[config.mk]
export PLATFORM = sky130hd
export DESIGN_NAME = rcc_gain
export DESIGN_NICKNAME = d
export VERILOG_FILES = /design/src/design/recursive_crosstalk_canceller_unit_assert.svh /design/src/design/rcc_pkg.sv /design/src/design/rcc_gain.sv
export SDC_FILE = /design/constraint.sdc
export NUM_CORES = 1
export LEC_CHECK = 0
export ABC_AREA = 0
export BUFFER_PORTS_ARGS = -buffer_cell sky130_fd_sc_hd__buf_2
export CAP_MARGIN = 10
export CORE_MARGIN = 2
export CORE_UTILIZATION = 37
export DETAILED_ROUTE_END_ITERATION = 8
export GPL_TIMING_DRIVEN = 0
export SYNTH_ARGS = -nofsm -noshare
export SYNTH_HDL_FRONTEND = slang
export SYNTH_SLANG_ARGS = --single-unit
[constraint.sdc]
create_clock -name i_clk -period 14.3 [get_ports i_clk]
set_clock_uncertainty 0.2 [all_clocks]
set_input_delay 1.43 -clock i_clk [delete_from_list [all_inputs] [get_ports i_clk]]
set_output_delay 1.43 -clock i_clk [all_outputs]
set_load 0.05 [all_outputs]
[src/design/recursive_crosstalk_canceller_unit_assert.svh]
// Assertion macros shared by the crosstalk canceller RTL.
`ifndef RECURSIVE_CROSSTALK_CANCELLER_UNIT_ASSERT_SVH
`define RECURSIVE_CROSSTALK_CANCELLER_UNIT_ASSERT_SVH

// Consequent must hold in the same cycle as the antecedent.
`define RCC_ASSERT_SAME(label, clk, rst_n, ante, cons, msg) \
    label: assert property (@(posedge clk) disable iff (!rst_n) (ante) |-> (cons)) \
        else $error(msg);

// Consequent must hold in the cycle after the antecedent.
`define RCC_ASSERT_NEXT(label, clk, rst_n, ante, cons, msg) \
    label: assert property (@(posedge clk) disable iff (!rst_n) (ante) |=> (cons)) \
        else $error(msg);

`endif

[src/design/rcc_pkg.sv]
`default_nettype none

package rcc_pkg;

    // Configuration register file
    localparam int CFG_IDX_BITS = 2;
    localparam int DLY_BITS     = 11;

    typedef logic [CFG_IDX_BITS-1:0] t_cfg_idx;

    localparam t_cfg_idx REG_TARGET_DELAY = t_cfg_idx'(0);
    localparam t_cfg_idx REG_ATTEN_GAIN   = t_cfg_idx'(1);

    // Enables for the two stages of the feedback gain path
    typedef struct packed {
        logic mul_en;   // delayed sample present, form the rounded product
        logic upd_en;   // product present, load the feedback register
    } t_stage_ctl;

endpackage

`default_nettype wire

[src/design/rcc_gain.sv]
`default_nettype none

// One feedback lane: product with the negated gain, rounding, saturation.
module rcc_gain #(
    parameter int SAMPLE_BITS = 24,
    parameter int GAIN_BITS   = 16
) (
    input  wire logic                          i_clk,
    input  wire logic                          i_rst_n,
    input  wire rcc_pkg::t_stage_ctl           i_ctl,
    input  wire logic signed [SAMPLE_BITS-1:0] i_sample,
    input  wire logic        [GAIN_BITS-1:0]   i_gain,
    output logic signed      [SAMPLE_BITS-1:0] o_feed
);

    localparam int MW = SAMPLE_BITS + GAIN_BITS + 1;
    localparam int PW = SAMPLE_BITS + GAIN_BITS + 2;

    localparam logic signed [PW-1:0] HALF = PW'(1) << (GAIN_BITS - 1);
    localparam logic signed [PW-1:0] SMAX = {{(GAIN_BITS+3){1'b0}}, {(SAMPLE_BITS-1){1'b1}}};
    localparam logic signed [PW-1:0] SMIN = {{(GAIN_BITS+3){1'b1}}, {(SAMPLE_BITS-1){1'b0}}};

    logic signed [MW-1:0]          w_mul;
    logic signed [PW-1:0]          w_round;
    logic signed [PW-1:0]          w_shr;
    logic signed [SAMPLE_BITS-1:0] w_sat;
    logic signed [PW-1:0]          r_prod;
    logic signed [SAMPLE_BITS-1:0] r_feed;

    // Negated product plus half an LSB of the result
    assign w_mul   = i_sample * $signed({1'b0, i_gain});
    assign w_round = HALF - PW'(w_mul);

    always_ff @(posedge i_clk) begin
        if (i_ctl.mul_en) begin
            r_prod <= w_round;
        end
    end

    // Floor by arithmetic shift, then clamp to the sample range
    assign w_shr = r_prod >>> GAIN_BITS;

    always_comb begin
        if (w_shr > SMAX) begin
            w_sat = SMAX[SAMPLE_BITS-1:0];
        end else if (w_shr < SMIN) begin
            w_sat = SMIN[SAMPLE_BITS-1:0];
        end else begin
            w_sat = w_shr[SAMPLE_BITS-1:0];
        end
    end

    // Feedback register
    always_ff @(posedge i_clk) begin
        if (!i_rst_n) begin
            r_feed <= '0;
        end else if (i_ctl.upd_en) begin
            r_feed <= w_sat;
        end
    end

    assign o_feed = r_feed;

endmodule

`default_nettype wire

Yosys cells after proc, flatten, opt, wreduce, memory -nomap -nowiden
Cells that the tools add are included.
W data, S select, Z words.
{"block": "word_totals", "ff_bits": 66, "inputBits": 44, "out_inout_bits": 24, "wordCells": 8}
{"block": "classes", "magnitude_cmp": 2, "muxes": 2, "n_addsub": 1, "mul": 1}
{"operator": "$mux W24", "n": 2}
{"operator": "$sub A17 B41 Y42 const A", "n": 1}
{"operator": "$mul A24 B17 Y41", "n": 1}
{"operator": "$gt A26 B24 Y1 const B", "n": 1}
{"operator": "$lt A26 B24 Y1 const B", "n": 1}

Depth between registers and ports, before layout
Gate-level depths: netlist of run 1.
{"block": "logic_depth", "word_depth": 3, "mapped_depth": 23, "ltp_nobuf": 22}

Worst setup path before layout of run 1
No wires, ideal clock.
{"block": "synth_timing", "path_type": "input -> register", "start": "input port i_sample[23]", "end": "register r_prod[40], data pin", "t_required_ns": 13.926, "arrival_time_ns": 6.912, "setup_ns": 0.174, "setup_slack_ns": 7.014, "path_buffers": 1, "cell_stages": 21, "path_cell_list": "clkbuf_1 nand2_1 inv_1 fa_1 inv_1 fa_1 inv_1 fa_1 fa_1 fa_1 fa_1 inv_1 ha_1 inv_1 o21bai_1 a21oi_1 o31ai_1 a21oi_1 o21bai_1 mux2_2 a311oi_1"}
{"block": "synth_via", "elab_chain_cells": 2}
{"element": "start: declaration", "line": "rcc_gain.sv:11", "rtl": "input wire logic signed [SAMPLE_BITS-1:0] i_sample,"}
{"element": "$mul A24 B17 Y41", "line": "rcc_gain.sv:31", "rtl": "assign w_mul = i_sample * $signed({1'b0, i_gain});"}
{"element": "$sub A17 B41 Y42", "line": "rcc_gain.sv:32", "rtl": "assign w_round = HALF - PW'(w_mul);"}
{"element": "net w_round[40]", "line": "rcc_gain.sv:24", "rtl": "logic signed [PW-1:0] w_round;"}
{"element": "end signal: assignment", "line": "rcc_gain.sv:36", "rtl": "r_prod <= w_round;"}
{"element": "end: declaration", "line": "rcc_gain.sv:27", "rtl": "logic signed [PW-1:0] r_prod;"}
The timed path passes the listed nets, and every way through them passes these cells.
A chain may end at the register's enable or synchronous reset.

Worst setup path in the final report of run 1
{"block": "layout_timing", "start": "input port i_gain[7]", "end": "register r_prod[39], data pin"}
{"block": "layout_via", "elab_chain_cells": 2}
{"element": "start: declaration", "line": "rcc_gain.sv:12", "rtl": "input wire logic [GAIN_BITS-1:0] i_gain,"}
{"element": "$mul A24 B17 Y41", "line": "rcc_gain.sv:31"}
{"element": "$sub A17 B41 Y42", "line": "rcc_gain.sv:32"}
{"element": "net w_round[39]", "line": "rcc_gain.sv:24"}
The timed path passes the listed nets, and every way through them passes these cells.

==> run metrics, run 1 <==
die area 45,200 um^2; syn_nets approximately 2,300; DP Area 17,200 um^2; area delta synth->final 7.52%; DRC viols 0; met1 Usage GRT 0.258; Mapped Cells 1,757; Non-Filler Instances 2,418; Buffers on Ports 67; crit path launch type input port; synthesized flop and latch total 50; RSZ-0062 raised after global routing no; Crit. End Element flip-flop; CP Cell Sequence buf_2, clkbuf_1, nand2_1, fa_1, inv_1, fa_1, inv_1, fa_1, inv_1, ha_1, inv_1, fa_1, inv_1, fa_1, inv_1, ha_1, a21oi_1, o21ai_0, a21oi_1, o211ai_1, nor3_2, o21a_1, o21ai_0, o311ai_1; Commonest cells post-synth inv_1 (476), fa_1 (376), nand2_1 (215); met3 usage 0.0203; pin count of the biggest net entering global routing 27; mux cell area share after synthesis 0.00132; Synth area leaders fa_1 (47%), inv_1 (11%), ha_1 (9.9%), and2_1 (7.2%), nand2_1 (5.0%); CTS root buffer clkbuf_16; Syn Std Cell Area 16,100 um^2; crit path DAT 8.32 ns; post-synth cell types 52; post-cts resize count 0; vias in the first global route ~13,000; DIE WIDTH approximately 210 um; Worst-Skew Late Latency 0.29 ns; total CTS buffers 5; Synth top area share 0.467; All-Layer GR Usage 0.197; sequential area share after synthesis 0.0782; XOR/XNOR share of the synthesized area 0.0147; routed length per instance about 17 um; final worst slack 5.85 ns; Initial DRC Count 690; share of layout cells above drive strength 1 0.0464; CP max stage delay 0.80 ns; gr busiest metal met2; met2 usage 0.346; final setup fails 0; clk slew on worst S/H paths 0.07 ns; initial antenna violation count 2; Place WS 5.70 ns; DR vias about 12,000; Vias/cell 4.86; dpl cells 2,409; Most used DFF post-synth edfxtp_1; height of the die 213 um; min Tclk post-route 8.45 ns; CTS tree yes; Worst-Margin Slew about 1 ns; Crit Path Max Fanout 10; # rows 76; Synth Area in Compound Gates 0.0630; Hold-fix buffers, CTS 0; post-synth top area cell fa_1; clk buf depth 2; Post-Synth Simple-Gate Area 0.151; grt total ovfl 0; core area roughly 43,000 um^2; CP delay by family, top adder cells; htree depth 2; Async SR Flop Fraction 0; highest clock rate 118 MHz; adder-cell share of the synthesized area 0.566; fin area 17,300 um^2; Slew headroom 0.333; Worst Path Required ~14 ns; Post-DP HPWL 36.3 mm; Sink Count 50; setup bufs post-CTS 0; CP Buf/Inv Count 8; R2R Setup Slk between 10 and 15 ns; Setup CP Type input port to flip-flop; drt total wl 41.6 mm; Pins Over Slew Limit 0; most used cell, CP inv_1; DRT Pass-1 Iters 5; initial cell density of the core 0.374; outcome finished clean; first-pass GRT wire length 68.8 mm; Post-synth EDFFs 26; Final Cycle Share 0.591; Max Cap Violations 0; Avg Cell Area, Syn 9.17 um^2; setup_tns 0 ns; synth warn 0; ANT nets after route 0; Crit-path slowest cell a21oi_1; Ports about 70; GP Congestion 0.929; top-count cell post-synth inv_1; largest family of logic cells by synthesized area adder cells; Final Hold Fails 0; NumNets Final approximately 2,400; Hold Path Class flip-flop to flip-flop
## stage by stage
stage | hold WS, ns | utilization
4_1_cts | 0.282 | 0.402
2_1_floorplan | 0.325 | -
6_report | 0.276 | 0.402
3_5_place_dp | 0.271 | 0.399
5_1_grt | 0.306 | 0.402
3_3_place_gp | 0.265 | 0.399
## cells by family after synthesis
family / Yosys count
xor gates and xnor gates: 27
muxes: 2
DFF: 50
AOI/OAI and AO/OA: 153
adders and majority gates: 504
buffers and inverters: 540
and+or+nand+nor: 481
## final cells by class
cell class | instances | area [um^2]
clock inverter | 2 | 13.8
clock buffer | 6 | 129
antenna | 1 | 2.50
inverter | 476 | 1790
fill | 4383 | 25700
multi-input combinational | 1167 | 12800
tap | 585 | 732
buffer | 64 | 240
sequential | 50 | 1260
timing repair buffer | 67 | 335
## registers in the layout, summed over array words and instances (netlist names)
register  count
o_feed       24
r_prod       26
## per-layer routing
layer | share of wire | vias up
li1 | - | 5285
met1 | 0.42 | 6077
met2 | 0.50 | 314
met3 | 0.051 | 64
met4 | 0.035 | 2
met5 | 0.00036 | -
## worst paths after layout
check | start | to | depth (start not counted)
hold / removal | o_feed[11] | o_feed[11] | 2
setup / recovery | i_gain[7] | r_prod[39] | 24
hold reg to reg | o_feed[11] | o_feed[11] | 2
setup reg to reg | r_prod[41] | o_feed[9] | 4
## worst reg2reg max path, cell delays in order, from the launching register on
cell and delay [ns]:
edfxtp_1 0.42, a21boi_0 0.48, clkbuf_1 0.32, o21ai_0 0.15, a21boi_0 0.18
## cells in the final DEF, fill, tap and decap left out, types with 14 or more instances in the layout
| master | n |
|---|---|
| a21boi_0 | 26 |
| a21o_1 | 14 |
| a21oi_1 | 37 |
| and2_1 | 186 |
| buf_2 | 67 |
| clkbuf_1 | 65 |
| dfxtp_1 | 24 |
| edfxtp_1 | 26 |
| fa_1 | 376 |
| ha_1 | 128 |
| inv_1 | 476 |
| nand2_1 | 215 |
| nand2b_1 | 26 |
| nor2_1 | 19 |
| o21ai_0 | 38 |
| xnor2_1 | 21 |
Power of run 1 is left out: the tool's default activity adds up to more than one toggle a clock period on the data nets, which glitch-free logic cannot reach.
==> run 2: changes to the inputs <==
--- a/config.mk
+++ b/config.mk
@@ -5,7 +5,7 @@
 export SDC_FILE = /design/constraint.sdc
 export NUM_CORES = 1
 export LEC_CHECK = 0
-export ABC_AREA = 0
+export ABC_AREA = 1
 export BUFFER_PORTS_ARGS = -buffer_cell sky130_fd_sc_hd__buf_2
 export CAP_MARGIN = 10
 export CORE_MARGIN = 2
==> constraint.sdc (replaced) <==
create_clock -name i_clk -period 8.65 [get_ports i_clk]
set_clock_uncertainty 0.2 [all_clocks]
set_input_delay 0.865 -clock i_clk [delete_from_list [all_inputs] [get_ports i_clk]]
set_output_delay 0.865 -clock i_clk [all_outputs]
set_load 0.05 [all_outputs]
==> run metrics, run 2 <==
Worst Path Required 8.48 ns (-5.69 ns); Most used DFF post-synth edfxtp_1; core area 45,400 um^2 (+5.4%); Synth Area in Compound Gates 0.0445 (-0.0184); # rows 78 (+2.6%); DIE WIDTH 218 um (+2.6%); highest clock rate 135 MHz; Max Cap Violations 0 (unchanged); GP Congestion 0.929 (about the same); RSZ-0062 raised after global routing no; CTS tree yes; synth warn 0 (unchanged); Buffers on Ports 43 (-36%); CTS root buffer clkbuf_16; Detail Route met3 WL 3.83 mm (+82%); clk slew on worst S/H paths 0.06 ns (about the same); Worst-Margin Slew 1.07 ns (+0.0670 ns); Post-synth EDFFs 26 (unchanged); top-count cell post-synth inv_1; outcome finished clean; Post-Synth Simple-Gate Area 0.162 (+0.0115); fin area 18,100 um^2 (+4.5%); sequential area share after synthesis 0.0743 (-0.00397); first-pass GRT wire length 78.7 mm (+14%); Hold-fix buffers, CTS 0 (unchanged); Worst-Skew Late Latency 0.29 ns (about the same); setup bufs post-CTS 0 (unchanged); Avg Cell Area, Syn 7.75 um^2 (-16%); grt total ovfl 0 (unchanged); Initial DRC Count 861 (+25%); Final Hold Fails 0 (unchanged); DRC viols 0 (unchanged); drt total wl 48.6 mm (+17%); min Tclk post-route about 7.4 ns; commonest non-fill, non-tap cell in the layout inv_1; crit path launch type input port; DRT Pass-1 Iters 7 (+2); # diodes 0 (-1); Final Cycle Share 0.854; syn_nets 2,740 (+19%); Top Metal Used met4; Syn Std Cell Area 17,000 um^2 (+5.3%); utilization after layout 0.399 (-0.00339); WL met1 20.5 mm (+18%); Mapped Cells 2,192 (+25%); area delta synth->final 6.62%; XOR/XNOR share of the synthesized area 0.00722 (-0.00745); pin count of the biggest net entering global routing 27 (unchanged); DR vias 13,600 (+16%); Ports 68 (unchanged); share of layout cells above drive strength 1 0.0299 (-0.0165); max reg flops 26 (unchanged); Synth area leaders fa_1 (44%), inv_1 (15%), nand2_1 (12%), ha_1 (9.4%), edfxtp_1 (4.6%); vias in the first global route 14,600 (+12%); Slew headroom 0.288 (-0.0447); initial antenna violation count 0 (-2); final setup fails 0 (unchanged); setup_tns 0 ns (unchanged); Async SR Flop Fraction 0 (unchanged); Synth top area share 0.443 (-0.0237); Pins Over Slew Limit 0 (unchanged); adder-cell share of the synthesized area 0.538 (-0.0288); largest family of logic cells by synthesized area adder cells; height of the die 218 um (+2.6%); Setup CP Type input port to flip-flop; htree depth 2 (unchanged); most flop-heavy register r_prod; post-cts resize count 0 (unchanged); All-Layer GR Usage 0.214 (+0.0169); DP Area 17,900 um^2 (+4.4%); Hold Path Class flip-flop to flip-flop; Detail Route met2 WL 22.4 mm (+8.7%); initial cell density of the core 0.374 (about the same); Crit Path Max Fanout 10 (unchanged); total CTS buffers 5 (unchanged); Sink Count 50 (unchanged); routed length per instance 17.1 um (-0.54%); NumNets Final 2,790 (+17%); die area 47,600 um^2 (+5.2%); crit path DAT 7.22 ns (-1.10 ns); post-synth top area cell fa_1; ANT nets after route 0 (unchanged); synthesized flop and latch total 50 (unchanged); Post-DP HPWL 42.4 mm (+17%); clk buf depth 2 (unchanged); post-synth cell types 33 (-37%); Crit. End Element flip-flop; commonest non-fill, non-tap cells in the layout inv_1 (698), nand2_1 (559), fa_1 (376), ha_1 (128), clkbuf_1 (89); Commonest cells post-synth inv_1 (698), nand2_1 (559), fa_1 (376); mux cell area share after synthesis 0 (-0.00132); Vias/cell 4.79 (-1.4%)
run 2: changes by cell type in the layout (fill, tap and decap cells not counted), moves of 10 or more:
cell,change
inv_1,+222
nand2b_1,-26
nand3_1,+20
clkbuf_1,+24
xnor2_1,-14
nand2_1,+344
a21oi_1,+34
o21ai_0,+11
nor2_1,+50
and2_1,-185
a21boi_0,-26
buf_2,-24
nor3_1,+10
a21o_1,-12
run 2: final timing paths:
| kind | from | endpoint | slack [ns] | cells past startpoint |
|---|---|---|---|---|
| setup / recovery | i_gain[7] | r_prod[41] | 1.26 | 19 |
| hold / removal | o_feed[6] | o_feed[6] | 0.26 | 2 |
| setup reg to reg | r_prod[41] | o_feed[17] | 7.09 | 5 |
| hold reg to reg | o_feed[6] | o_feed[6] | 0.26 | 2 |
run 2: layer usage:
| layer | up-vias | global-route usage |
|---|---|---|
| met5 | - | 0 |
| met4 | 0 | 0.0719 |
| met3 | 92 | 0.0406 |
| met2 | 509 | 0.356 |
| met1 | 6746 | 0.280 |
| li1 | 6272 | - |
run 2: layout make-up:
cell class,count,area (um^2)
Buffer,88,338
Clock buffer,8,158
Fill cell,4755,27300
Inverter,698,2620
Multi-Input combinational cell,1356,12800
Sequential cell,50,1260
Tap cell,600,751
Timing Repair Buffer,43,215
run 2: logic make-up after synthesis:
family	after synthesis
AO/OA/AOI/OAI	141
XOR/XNOR	14
adder cells (fa/ha/maj)	504
buffers and inverters	786
flip-flops	50
AND/OR/NAND/NOR	697
run 2: critical path: stages:
cell      delay, ns
buf_2          0.25
clkbuf_1       0.72
nand2_1        0.25
fa_1           0.60
fa_1           0.86
fa_1           0.50
inv_1          0.13
fa_1           0.46
fa_1           0.51
inv_1          0.06
fa_1           0.51
ha_1           0.41
inv_1          0.12
nor3_1         0.32
nand2_1        0.16
nor2_1         0.16
nand3_1        0.14
nand4_1        0.12
nand2_1        0.08
run 2: metrics by stage:
| step | hold slack (ns) | std cells | setup slack, ns |
|---|---|---|---|
| 4_1_cts | 0.264 | 2843 | 1.31 |
| 5_1_grt | 0.282 | 2843 | 0.934 |
| 2_1_floorplan | 0.306 | 2192 | 2.23 |
| 3_3_place_gp | 0.256 | 2835 | 1.07 |
| 3_5_place_dp | 0.253 | 2835 | 1.04 |
| 6_report | 0.262 | 2843 | 1.26 |
Power of run 2 is left out for the same reason.
