`src/design/recursive_crosstalk_canceller_unit_assert.svh`:
```
// Assertion macros shared by the crosstalk canceller RTL.
`ifndef RECURSIVE_CROSSTALK_CANCELLER_UNIT_ASSERT_SVH
`define RECURSIVE_CROSSTALK_CANCELLER_UNIT_ASSERT_SVH

// Consequent must hold in the same cycle as the antecedent.
`define RCC_ASSERT_SAME(label, clk, rst_n, ante, cons, msg) \
    label: assert property (@(posedge clk) disable iff (!rst_n) (ante) |-> (cons)) \
        else $error(msg);

// Consequent must hold in the cycle after the antecedent.
`define RCC_ASSERT_NEXT(label, clk, rst_n, ante, cons, msg) \
    label: assert property (@(posedge clk) disable iff (!rst_n) (ante) |=> (cons)) \
        else $error(msg);

`endif

```
`src/design/rcc_out_fifo.sv`:
```
`default_nettype none

// Two-entry result queue between the datapath and the output channel.
module rcc_out_fifo #(
    parameter int DW = 48
) (
    input  wire logic          i_clk,
    input  wire logic          i_rst_n,
    input  wire logic          i_push,
    input  wire logic [DW-1:0] i_data,
    output logic               o_full,
    output logic               o_valid,
    input  wire logic          i_stall,
    output logic      [DW-1:0] o_data
);

    logic [DW-1:0] r_slot [2];
    logic          r_wr;
    logic          r_rd;
    logic [1:0]    r_cnt;
    logic          w_pop;

    assign o_valid = (r_cnt != 2'd0);
    assign o_full  = (r_cnt == 2'd2);
    assign w_pop   = o_valid && !i_stall;
    assign o_data  = r_slot[r_rd];

    // Storage
    always_ff @(posedge i_clk) begin
        if (i_push) begin
            r_slot[r_wr] <= i_data;
        end
    end

    // Pointers and occupancy
    always_ff @(posedge i_clk) begin
        if (!i_rst_n) begin
            r_wr  <= 1'b0;
            r_rd  <= 1'b0;
            r_cnt <= 2'd0;
        end else begin
            if (i_push) begin
                r_wr <= !r_wr;
            end
            if (w_pop) begin
                r_rd <= !r_rd;
            end
            if (i_push && !w_pop) begin
                r_cnt <= r_cnt + 2'd1;
            end else if (w_pop && !i_push) begin
                r_cnt <= r_cnt - 2'd1;
            end
        end
    end

endmodule

`default_nettype wire
```
`config.mk`:
```
export PLATFORM = sky130hd
export DESIGN_NAME = rcc_out_fifo
export DESIGN_NICKNAME = d
export VERILOG_FILES = /design/src/design/recursive_crosstalk_canceller_unit_assert.svh /design/src/design/rcc_out_fifo.sv
export SDC_FILE = /design/constraint.sdc
export NUM_CORES = 1
export LEC_CHECK = 0
export BUFFER_PORTS_ARGS = -buffer_cell sky130_fd_sc_hd__clkbuf_2
export CORE_ASPECT_RATIO = 0.5
export CORE_MARGIN = 3
export CORE_UTILIZATION = 50
export DETAILED_ROUTE_END_ITERATION = 10
export MAX_ROUTING_LAYER = met4
export PLACE_DENSITY = 0.78
export SYNTH_ARGS = -nofsm -noshare
export SYNTH_HDL_FRONTEND = slang
export SYNTH_SLANG_ARGS = --single-unit
```
`constraint.sdc`:
```
create_clock -name i_clk -period 9.35 [get_ports i_clk]
set_input_delay 0 -clock i_clk [delete_from_list [all_inputs] [get_ports i_clk]]
set_output_delay 0 -clock i_clk [all_outputs]
set_load 0.01 [all_outputs]
```
======== Word level (Yosys, flattened, before mapping) ========
Memory sizes are Yosys's and may differ from the RTL's. A register that Yosys moved wholly into a read port is not among the register bits.
Cells that the tools add are included.
W data, S select, Z words.
operators by class
  eq/ne operators ......................... 1
  add/subtract/negate cells ............... 2
  multiplexer cells ....................... 6
  reductions and logical operators ........ 10
operators by type and width
  kind                   number
  $logic_not A1 Y1       5
  $mux W1                4
  $mux W2                2
  $reduce_bool A2 Y1     2
  $logic_and A1 B1 Y1    3
  $add A2 B1 Y2 const B  1
  $eq A2 B2 Y1 const B   1
  $sub A2 B1 Y2 const B  1
storage, ports and cells
  output and inout port bits .............. 50
  bits of input ports ..................... 52
  memories kept ........................... 1
  memory bits (writable) .................. 96
  register bits ........................... 4
  logic and storage cells ................. 23
memory list
  memory  words  bits a word  read ports  clocked after Yosys merged registers in  wr ports  line                RTL
  r_slot  2      48           1           1                                        1         rcc_out_fifo.sv:17  logic [DW-1:0] r_slot [2];

======== Depth between registers and ports, before layout ========
Gate-level depths: netlist of run 1.
  depth after elaboration ................. 5
  mapped depth ............................ 5
  gate-level depth less buffers ........... 5

======== Least setup slack after synthesis of run 1 ========
Ideal clock, no wire load.
  path type ............................... reg2reg
  from .................................... reg r_wr
  to ...................................... mem r_slot[0][0] (enable)
  required time ........................... 8890 ps
  period minus slack after synthesis ...... 2935 ps
  slack ................................... 6415 ps
  stages on the path, launching flop included .. 2
  library setup time ...................... 460 ps
  path buffers ............................ 0
  data arrival time ....................... 2475 ps
  cells stage by stage .................... dfxtp_1 > nor2b_1
RTL lines
  element                 line                RTL
  start, declared         rcc_out_fifo.sv:18  logic r_wr;
  start signal, assigned  rcc_out_fifo.sv:43  r_wr <= !r_wr;
  end, declared           rcc_out_fifo.sv:17
No word-level cell before the write port.

==> metrics.txt, run 1 <==
status completed; count of unique library cells instantiated by Yosys 18; Sum Neg Setup Slack 0 ps; post-layout minimum cycle time around 2000 ps; most area-consuming cells after synthesis sky130_fd_sc_hd__edfxtp_1 (78%), sky130_fd_sc_hd__mux2_2 (15%), sky130_fd_sc_hd__dfxtp_1 (2.7%); clk sink count a little over 100; antenna violations before repair 0; antenna fix cells 0; Final Hold Violating Endpoints 0; cells after synthesis between 150 and 200; average wire per standard cell around 16 µm; P&R area growth vs syn 37.9%; NumNets Final 381; Die X around 130 µm; overflow left after global routing 0; startpoint-to-endpoint class of the critical path reg -> out; total wirelength of the detailed-routed design 6740 µm; via count of the first global-routing pass around 2200; dominant synthesized flop cell sky130_fd_sc_hd__edfxtp_1; first-pass GRT wire length approximately 11000 µm; endpoint of the lowest-slack register-to-register path r_slot[1][46]; final worst path period share 0.215; Longest Clk Path Bufs 2; timing-limited maximum frequency 497 MHz; detailed placer's ending HPWL around 4200 µm; clock-pin slew of the registers on the worst-case setup and hold paths roughly 60 ps; number of remaining DRC errors 0; number of search-and-repair iterations in the first detailed-routing pass 6; Slew Limit Fails 0; maximum vdd ir drop approximately 0.16 mV; proportion of netlist area held by the largest area contributor 0.782; class of the tightest hold or removal check in -> reg; Die H approximately 67 µm; syn_nets approximately 220; Post CTS Setup Buffer Count 0; number of buffers created by CTS 9; number of fillers in the final layout approximately 420; total number of vias 2043; share of the yosys chip area belonging to registers 0.809; data required time of the worst path roughly 9400 ps; buffer type at the clock tree root sky130_fd_sc_hd__clkbuf_16; Core Footprint between 6000 and 7000 µm²; library cell with the largest summed area after synthesis sky130_fd_sc_hd__edfxtp_1; number of placed I/O pins roughly 100; proportion of layout cells with a drive suffix above 1 0.502; Finished Cell Area between 5000 and 6000 µm²; kind of end point of the critical path primary output; Std-Cell Rows 21; number of buffer cells added on primary ports about 100; clock tree from TritonCTS done; via-per-instance ratio ~4.8; Max-Slew Margin vs Limit 0.233; slew at the pin closest to its max-slew limit 1150 ps; Skew-Pair Late Insertion Delay around 330 ps; leakage power figure roughly 2.0 nW; capture point of the critical path o_data[37]; global placer's final weighted congestion between 0.6 and 0.7; worst reg2reg path depth 1; setup slack of the most critical reg-to-reg path about 7600 ps; maximum level of the CTS H-tree 3; power density over the cells about 230 nW/µm²; average instance area after synthesis between 20 and 25 µm²; final setup vio count 0; Area after DPL roughly 4300 µm²; number of register bits inferred by synthesis 101; GRT Util Overall 0.172; worst r2r src r_wr; critical path data arrival time ~2000 ps; most common library cells after synthesis sky130_fd_sc_hd__edfxtp_1 (96), sky130_fd_sc_hd__mux2_2 (48), sky130_fd_sc_hd__dfxtp_1 (5); CTS-repair resized insts 0; total standard cell area after synthesis roughly 3700 µm²; initial standard-cell utilization of the core 0.534; Crit Path Max Fanout 48; antenna-violating nets left 0; unrepaired setup endpoints after global routing no; worst clock skew between 5 and 6 ps; largest net degree at the start of global routing slightly below 50; total die area approximately 8500 µm²; count of flip-flops with a built-in enable after synthesis between 90 and 100; Initial DRC Count 122; max_cap viols 0; leading cell type by number of instances after synthesis sky130_fd_sc_hd__edfxtp_1; number of buffers inserted for hold repair after clock tree synthesis 49; type of origin of the critical path register; Warnings, synthesis 0; Synth async-reset ratio 0
-- placed cells by master, fill, tap and decap left out, drive strengths merged --
cell           n
or2            1
clkbuf       112
nor2b          2
buf            1
and2           4
clkinvlp       1
or3            1
dlygate4sd3   49
o21ai          1
and2b          1
clkinv         2
a21boi         1
bufinv         2
o21a           1
xnor2          2
dfxtp          5
ha             1
edfxtp        96
xor2           1
o21bai         1
mux2          48
-- where the power goes --
group          total (W)  internal [W]  switching (W)
clock           0.000376      0.000233       0.000143
sequential      0.000572      0.000528      0.0000439
combinational   0.000245      0.000144       0.000101
total            0.00119      0.000905       0.000288
-- logic make-up after synthesis --
group,Yosys count,synth area share
AO/OA/AOI/OAI,4,0.00746
adder cells (fa/ha/maj),1,0.00339
XOR/XNOR,3,0.00712
AND/OR/NAND/NOR,9,0.0159
multiplexers,48,0.147
flip-flops,101,0.809
buffers and inverters,5,0.0109
-- per-layer routing --
layer / vias to the layer above / share of wire / global-route usage / routed length, µm
li1: 985 / - / - / -
met1: 1001 / 0.39 / 0.185 / 2630
met2: 47 / 0.55 / 0.312 / 3720
met3: 10 / 0.042 / 0.0440 / 283
met4: 0 / 0.015 / 0.0709 / 102
met5: - / 0 / - / 0
-- state kept, by name, summed over array words and instances (netlist names), named ones only --
register / cells
r_slot: 96
r_cnt: 2
r_rd: 1
r_wr: 1
-- final cells by class --
cell class,instances,area [µm²],area share
timing repair buffer,151,1000,0.197
sequential,101,2980,0.587
clock inverter,5,75.1,0.0148
clock buffer,11,233,0.0458
multi-input combinational,65,674,0.133
tap,92,115,0.0226
-- metrics by stage --
step / hold slack, ps / util / power (W) / std cells / setup WS [ps]
final: 31.8 / 0.736 / 0.00119 / 425 / 7340
after global routing: 56.0 / 0.736 / 0.00124 / 425 / 7200
after CTS: 21.2 / 0.736 / 0.00120 / 425 / 7320
after detailed placement: 192 / 0.620 / 0.000814 / 360 / 7600
after global placement: 190 / 0.620 / 0.000803 / 360 / 7650
after floorplan: 98.9 / - / 0.000727 / 171 / 6410
-- how the worst min path moves through the flow --
stage / startpoint / to / slack [ps] / depth (start not counted)
after CTS: i_push / r_wr / 20 / 3
after global routing: i_push / r_wr / 60 / 3
final: i_push / r_wr / 30 / 3
after detailed placement: i_data[15] / r_slot[1][15] / 190 / 1
after global placement: i_data[44] / r_slot[1][44] / 190 / 1
after floorplan: i_data[0] / r_slot[0][0] / 100 / 0
-- worst max-delay path, stage by stage (launching register included) --
cell,delay [ps]
sky130_fd_sc_hd__dfxtp_2,1050
sky130_fd_sc_hd__mux2_2,430
sky130_fd_sc_hd__clkbuf_2,130
Note: power is estimated with default switching activity, not from simulation.
==> run 2, diff against run 1 <==
--- a/config.mk
+++ b/config.mk
@@ -5,6 +5,7 @@
 export SDC_FILE = /design/constraint.sdc
 export NUM_CORES = 1
 export LEC_CHECK = 0
+export ABC_AREA = 1
 export BUFFER_PORTS_ARGS = -buffer_cell sky130_fd_sc_hd__clkbuf_2
 export CORE_ASPECT_RATIO = 0.5
 export CORE_MARGIN = 3
==> constraint.sdc (replaced) <==
create_clock -name i_clk -period 2 [get_ports i_clk]
set_input_delay 0 -clock i_clk [delete_from_list [all_inputs] [get_ports i_clk]]
set_output_delay 0 -clock i_clk [all_outputs]
set_load 0.01 [all_outputs]
==> run 2 against run 1 <==
Effect of this change:
- total power rose to 4.2 times the previous value
- final cell count increased by 4.7%
- non-clock buffer count increased by 6
- critical path depth up 1
- sequential share of layout area shrank 1.5 points
- via count increased by 2.7%
- highest routed layer unchanged
==> metrics.txt, run 2 <==
post-layout minimum cycle time 1550 ps; Std-Cell Rows 21; detailed placer's ending HPWL between 4000 and 5000 µm; library cell with the largest summed area after synthesis sky130_fd_sc_hd__edfxtp_1; leading cell type in the layout, fill and taps excluded sky130_fd_sc_hd__clkbuf_2; Crit Path Max Fanout 27; number of flip-flops under the largest register name 96; total number of vias around 2100; Initial DRC Count 94; proportion of netlist area held by the largest area contributor 0.764; number of buffers created by CTS 9; status completed; data required time of the worst path around 2000 ps; number of remaining DRC errors 0; endpoint of the lowest-slack register-to-register path r_cnt[1]; Warnings, synthesis 0; Post CTS Setup Buffer Count 0; average wire per standard cell about 16 µm; timing-limited maximum frequency between 600 and 700 MHz; GRT busiest layer met2; largest register by flop count r_slot; Switching Share 0.216; count of unique library cells instantiated by Yosys 14; setup slack of the most critical reg-to-reg path 500 ps; clock-pin slew of the registers on the worst-case setup and hold paths ~60 ps; source of the worst hold timing path i_stall; count of flip-flops with a built-in enable after synthesis 96; end point of the most critical hold path r_rd; worst clock skew ~5.3 ps; worst reg2reg path depth 9; share of the yosys chip area belonging to registers 0.790; total standard cell area after synthesis approximately 3800 µm²; Internal Dissipation slightly below 0.004 W; met2 track demand over resource 0.332; power dissipated by switching net loads between 0.001 and 0.0015 W; Slew Limit Fails 0; via count of the first global-routing pass 2265; initial standard-cell utilization of the core 0.540; power density over the cells between 900 and 1000 nW/µm²; syn_nets about 240; maximum level of the CTS H-tree 3; overflow left after global routing 0; antenna violations before repair 0; Reg power frac 0.496; proportion of layout cells with a drive suffix above 1 0.487; placed cell count 379; buffer type at the clock tree root sky130_fd_sc_hd__clkbuf_16; Longest Clk Path Bufs 2; crit path cell chain buf_4 -> mux2_2 -> clkbuf_2; Sum Neg Setup Slack 0 ps; kind of end point of the critical path primary output; biggest registers after layout r_slot (96), r_cnt (2); via-per-instance ratio approximately 4.7; worst r2r src r_cnt[0]; Die H around 67 µm; slew at the pin closest to its max-slew limit about 400 ps; average instance area after synthesis between 20 and 25 µm²; P&R area growth vs syn 38.3%; non-filler instance count after layout ~450; number of search-and-repair iterations in the first detailed-routing pass 4; leakage power figure ~2.1 nW; Skew-Pair Late Insertion Delay about 330 ps; largest net degree at the start of global routing 28; unrepaired setup endpoints after global routing no; total die area about 8700 µm²; maximum vdd ir drop between 0.8 and 0.9 mV; total wirelength of the detailed-routed design between 6000 and 7000 µm; number of placed I/O pins between 100 and 150; met1 Track Usage GR 0.180; antenna-violating nets left 0; number of buffer cells added on primary ports 101; leading cell type by number of instances after synthesis sky130_fd_sc_hd__edfxtp_1; class of the tightest hold or removal check in -> reg; CTS-repair resized insts 0; cells after synthesis roughly 190; most frequent cells in the layout sky130_fd_sc_hd__clkbuf_2 (101), sky130_fd_sc_hd__edfxtp_1 (96), sky130_fd_sc_hd__dlygate4sd3_1 (50); max_cap viols 0; Max-Slew Margin vs Limit 0.734; type of origin of the critical path register; Final Hold Violating Endpoints 0; met3 Use GR 0.0498; portion of total power attributed to combinational logic 0.150; delay contributed by the slowest stage of the critical path approximately 400 ps; NumNets Final 401; GRT Util Overall 0.177; startpoint-to-endpoint class of the critical path reg -> out; final setup vio count 0; first-pass GRT wire length 10900 µm; Synth async-reset ratio 0; Core Footprint around 7000 µm²; clk sink count around 100; dominant synthesized flop cell sky130_fd_sc_hd__edfxtp_1; final worst path period share 0.777; critical path data arrival time ~1600 ps; Worst Hold Depth 5; clock tree from TritonCTS done; slowest library cell on the worst path sky130_fd_sc_hd__mux2_2; portion of total power attributed to the clock network 0.354; antenna fix cells 0; most area-consuming cells after synthesis sky130_fd_sc_hd__edfxtp_1 (76%), sky130_fd_sc_hd__mux2_2 (8.4%), sky130_fd_sc_hd__mux2_4 (8.0%); Die X between 100 and 150 µm; most common library cells after synthesis sky130_fd_sc_hd__edfxtp_1 (96), sky130_fd_sc_hd__mux2_2 (28), sky130_fd_sc_hd__mux2_4 (20); number of register bits inferred by synthesis 101; global placer's final weighted congestion between 0.7 and 0.8
## run 2: cell types whose count changed after synthesis, sizes merged, moves of 2 or more
cell	previous run	this run
and2	4	0
nor2	0	8
nor2b	2	0
xnor2	2	0
a21oi	0	2
inv	0	8
nand2	0	9
## run 2: area by class of cell
cell class | count | area, µm²
multi-input cells | 71 | 726
inverters | 8 | 30.0
clock inverters | 7 | 90.1
clock buffers | 9 | 225
well taps | 92 | 115
repair buffers | 157 | 1050
fillers | 439 | 1770
flip-flops and latches | 101 | 2980
## run 2: power groups by stage
stage	Sequential [W]	Combinational, W	Clock, W
3_3_place_gp	0.00252	0.000656	0
6_report	0.00248	0.000750	0.00177
4_1_cts	0.00248	0.000757	0.00182
3_5_place_dp	0.00253	0.000677	0
2_1_floorplan	0.00252	0.000428	0
5_1_grt	0.00249	0.000814	0.00191
## run 2: worst max path at each step
| stage | startpoint | depth (start not counted) | endpoint | slack, ps |
|---|---|---|---|---|
| floorplan | r_wr | 1 | r_slot[0][0] | 0.1 |
| global placement | r_cnt[0] | 9 | r_cnt[1] | 670 |
| detailed placement | r_cnt[0] | 9 | r_cnt[1] | 510 |
| CTS | register | 3 | o_data[6] | 420 |
| global route | r_cnt[0] | 9 | r_cnt[1] | 360 |
| finish | register | 3 | o_data[6] | 450 |
## run 2: per-layer routing
metal / routed length (µm) / part of all wire
met4: 135 / 0.019
met1: 2640 / 0.38
met2: 3900 / 0.56
met3: 266 / 0.038
met5: 0 / 0
## run 2: cells by family (layout without fill, tap and decap cells)
kind of cell,after synthesis,count (layout),synth area share
flops,101,101,0.790
compound gates,3,3,0.00398
fa+ha+maj,1,1,0.00331
buf+inv,13,181,0.0196
simple gates,19,19,0.0199
mux,48,48,0.163
## run 2: through the flow
step | power (W) | setup slack, ps | util | hold slack, ps | cell area, µm²
2_1_floorplan | 0.00295 | 0.102 | - | 98.9 | 3780
3_3_place_gp | 0.00318 | 669 | 0.630 | 188 | 4410
3_5_place_dp | 0.00321 | 506 | 0.630 | 194 | 4410
4_1_cts | 0.00506 | 420 | 0.747 | 13.1 | 5220
5_1_grt | 0.00521 | 357 | 0.747 | 20.8 | 5220
6_report | 0.00501 | 446 | 0.747 | 20.7 | 5220
## run 2: worst max-delay path: cells and delay by family (launching register included)
kind / cells / cell delay, ps
buf+inv: 2 / 480
mux: 1 / 390
flops: 1 / 330
## run 2: timing repair
item,4_1_cts,5_1_grt
endpoints found under the setup margin,0,0
hold endpoints to repair,101,0
hold buffers,50,0
==> run 3, diff against run 2 <==
--- a/config.mk
+++ b/config.mk
@@ -5,14 +5,14 @@
 export SDC_FILE = /design/constraint.sdc
 export NUM_CORES = 1
 export LEC_CHECK = 0
-export ABC_AREA = 1
+export ABC_AREA = 0
 export BUFFER_PORTS_ARGS = -buffer_cell sky130_fd_sc_hd__clkbuf_2
 export CORE_ASPECT_RATIO = 0.5
 export CORE_MARGIN = 3
-export CORE_UTILIZATION = 50
+export CORE_UTILIZATION = 46
 export DETAILED_ROUTE_END_ITERATION = 10
 export MAX_ROUTING_LAYER = met4
-export PLACE_DENSITY = 0.78
+export PLACE_DENSITY = 0.75
 export SYNTH_ARGS = -nofsm -noshare
 export SYNTH_HDL_FRONTEND = slang
 export SYNTH_SLANG_ARGS = --single-unit
==> constraint.sdc (replaced) <==
create_clock -name i_clk -period 1.3 [get_ports i_clk]
set_input_delay 0 -clock i_clk [delete_from_list [all_inputs] [get_ports i_clk]]
set_output_delay 0 -clock i_clk [all_outputs]
set_load 0.01 [all_outputs]
==> run 3 against run 2 <==
Effect of this change:
- count of clock-buffer cells in the layout unchanged
- critical path depth up 1
- clock power up 51%
- clock skew up 1.7 ps
- sequential share of layout area down 5.8 points
- worst setup slack worse by 620 ps
- routed wire length up 26%
- worst hold slack better by 19 ps
- sequential power up 58%
- the run now ends with negative setup slack left
- global-route usage down 1.2 points
==> metrics.txt, run 3 (synthesized netlist as in run 1, its figures left out) <==
slowest library cell on the worst path sky130_fd_sc_hd__dfxtp_4; met3 Use GR 0.0493; GRT Util Overall 0.165; biggest registers after layout r_slot (96), r_cnt (2); total wirelength of the detailed-routed design between 8000 and 9000 µm; clock-pin slew of the registers on the worst-case setup and hold paths around 70 ps; source of the worst hold timing path i_push; placed cell count about 380; antenna violations before repair 0; total die area between 9000 and 10000 µm²; Core Footprint around 7500 µm²; end point of the most critical hold path r_wr; number of flip-flops under the largest register name 96; Reg power frac 0.383; buffer type at the clock tree root sky130_fd_sc_hd__clkbuf_16; met1 Track Usage GR 0.161; Crit Path Max Fanout 7; initial standard-cell utilization of the core 0.489; proportion of layout cells with a drive suffix above 1 0.555; final worst path period share 1.14; number of buffer cells added on primary ports approximately 100; Worst Hold Depth 3; maximum vdd ir drop 1.09 mV; Final Hold Violating Endpoints 0; final-layout worst hold slack 39.9 ps; leakage power figure between 2 and 2.5 nW; power density over the cells around 1800 nW/µm²; Finished Cell Area 5820 µm²; worst r2r src r_cnt[0]; largest net degree at the start of global routing 50; P&R area growth vs syn 57.9%; critical path data arrival time about 1500 ps; number of buffers created by CTS 9; setup slack of the most critical reg-to-reg path ~20 ps; average wire per standard cell roughly 19 µm; largest register by flop count r_slot; portion of total power attributed to the clock network 0.262; detailed placer's ending HPWL roughly 4500 µm; antenna fix cells 0; overflow left after global routing 0; clk sink count 101; post-route setup slack -176 ps; leading cell type in the layout, fill and taps excluded sky130_fd_sc_hd__edfxtp_1; Std-Cell Rows 22; timing-limited maximum frequency ~680 MHz; kind of end point of the critical path primary output; Max-Slew Margin vs Limit 0.820; class of the tightest hold or removal check in -> reg; total number of vias between 2000 and 2500; power dissipated by switching net loads around 0.0027 W; Initial DRC Count around 170; Die H 69.3 µm; antenna-violating nets left 0; clock tree from TritonCTS done; global placer's final weighted congestion 0.638; NumNets Final between 400 and 500; met2 track demand over resource 0.307; status complete, but fails checks; Area after DPL 4430 µm²; Sum Neg Setup Slack -7180 ps; failing checks negative setup slack; number of placed I/O pins 102; number of search-and-repair iterations in the first detailed-routing pass 4; slew at the pin closest to its max-slew limit 270 ps; endpoint of the lowest-slack register-to-register path r_cnt[1]; Skew-Pair Late Insertion Delay approximately 350 ps; Slew Limit Fails 0; data required time of the worst path around 1300 ps; Internal Dissipation roughly 0.0075 W; max_cap viols 0; via-per-instance ratio around 5; end-of-flow core utilization 0.772; GRT busiest layer met2; portion of total power attributed to combinational logic 0.356; most frequent cells in the layout sky130_fd_sc_hd__edfxtp_1 (96), sky130_fd_sc_hd__clkbuf_2 (62), sky130_fd_sc_hd__dlygate4sd3_1 (49); delay contributed by the slowest stage of the critical path 360 ps; unrepaired setup endpoints after global routing yes; Longest Clk Path Bufs 2; first-pass GRT wire length roughly 11000 µm; non-filler instance count after layout 461; maximum level of the CTS H-tree 3; worst reg2reg path depth 4; number of remaining DRC errors 0; worst clock skew about 7 ps; post-layout minimum cycle time about 1500 ps; Switching Share 0.265; crit path cell chain buf_12 -> clkbuf_16 -> mux2_4 -> buf_6; type of origin of the critical path register; Die X about 130 µm; startpoint-to-endpoint class of the critical path reg -> out; final setup vio count between 40 and 50; via count of the first global-routing pass 2310
run 3: per-stage QoR:
stage               power (W)  setup slack, ps
CTS                   0.00893             -174
finish                 0.0102             -176
global route           0.0106             -206
global placement      0.00600             46.9
floorplan             0.00523             -167
detailed placement    0.00609            -59.3
run 3: final cells by class:
type | instances | area [µm²]
clock buffers | 9 | 225
clock inverters | 7 | 75.1
fillers | 423 | 1720
multi-input cells | 65 | 845
flip-flops and latches | 101 | 2990
well taps | 108 | 135
repair buffers | 171 | 1550
run 3: timing repair:
action                                 CTS  global route
endpoints found under the hold margin  101             0
setup endpoints to repair               50            45
cloned                                   0             6
gates resized for setup                  9           118
buffers inserted                         1             5
pin swaps                                4             4
hold buffers                            49             0
run 3: worst max-delay path by stage:
stage	slack [ps]	depth (start not counted)	end
global placement	50	4	r_cnt[1]
finish	-180	4	o_data[9]
CTS	-170	3	o_data[19]
global route	-210	4	o_data[32]
floorplan	-170	1	r_slot[0][0]
detailed placement	-60	4	r_cnt[1]
run 3: routing by layer:
layer  part of all wire  vias to the layer above
met5                  0                        -
met4              0.020                        0
met3              0.044                       17
met2               0.53                       72
met1               0.41                     1154
li1                   -                     1028
run 3: power groups by stage:
stage / combinational (W) / sequential, W / clock [W]
2_1_floorplan: 0.00130 / 0.00393 / 0
3_3_place_gp: 0.00204 / 0.00396 / 0
3_5_place_dp: 0.00211 / 0.00397 / 0
4_1_cts: 0.00230 / 0.00393 / 0.00270
5_1_grt: 0.00380 / 0.00393 / 0.00284
6_report: 0.00363 / 0.00391 / 0.00267
run 3: worst max-delay path, delay by kind of cell (launching register included):
| kind | cells | cell delay, ps |
|---|---|---|
| DFF | 1 | 360 |
| muxes | 1 | 310 |
| buffers and inverters | 3 | 450 |
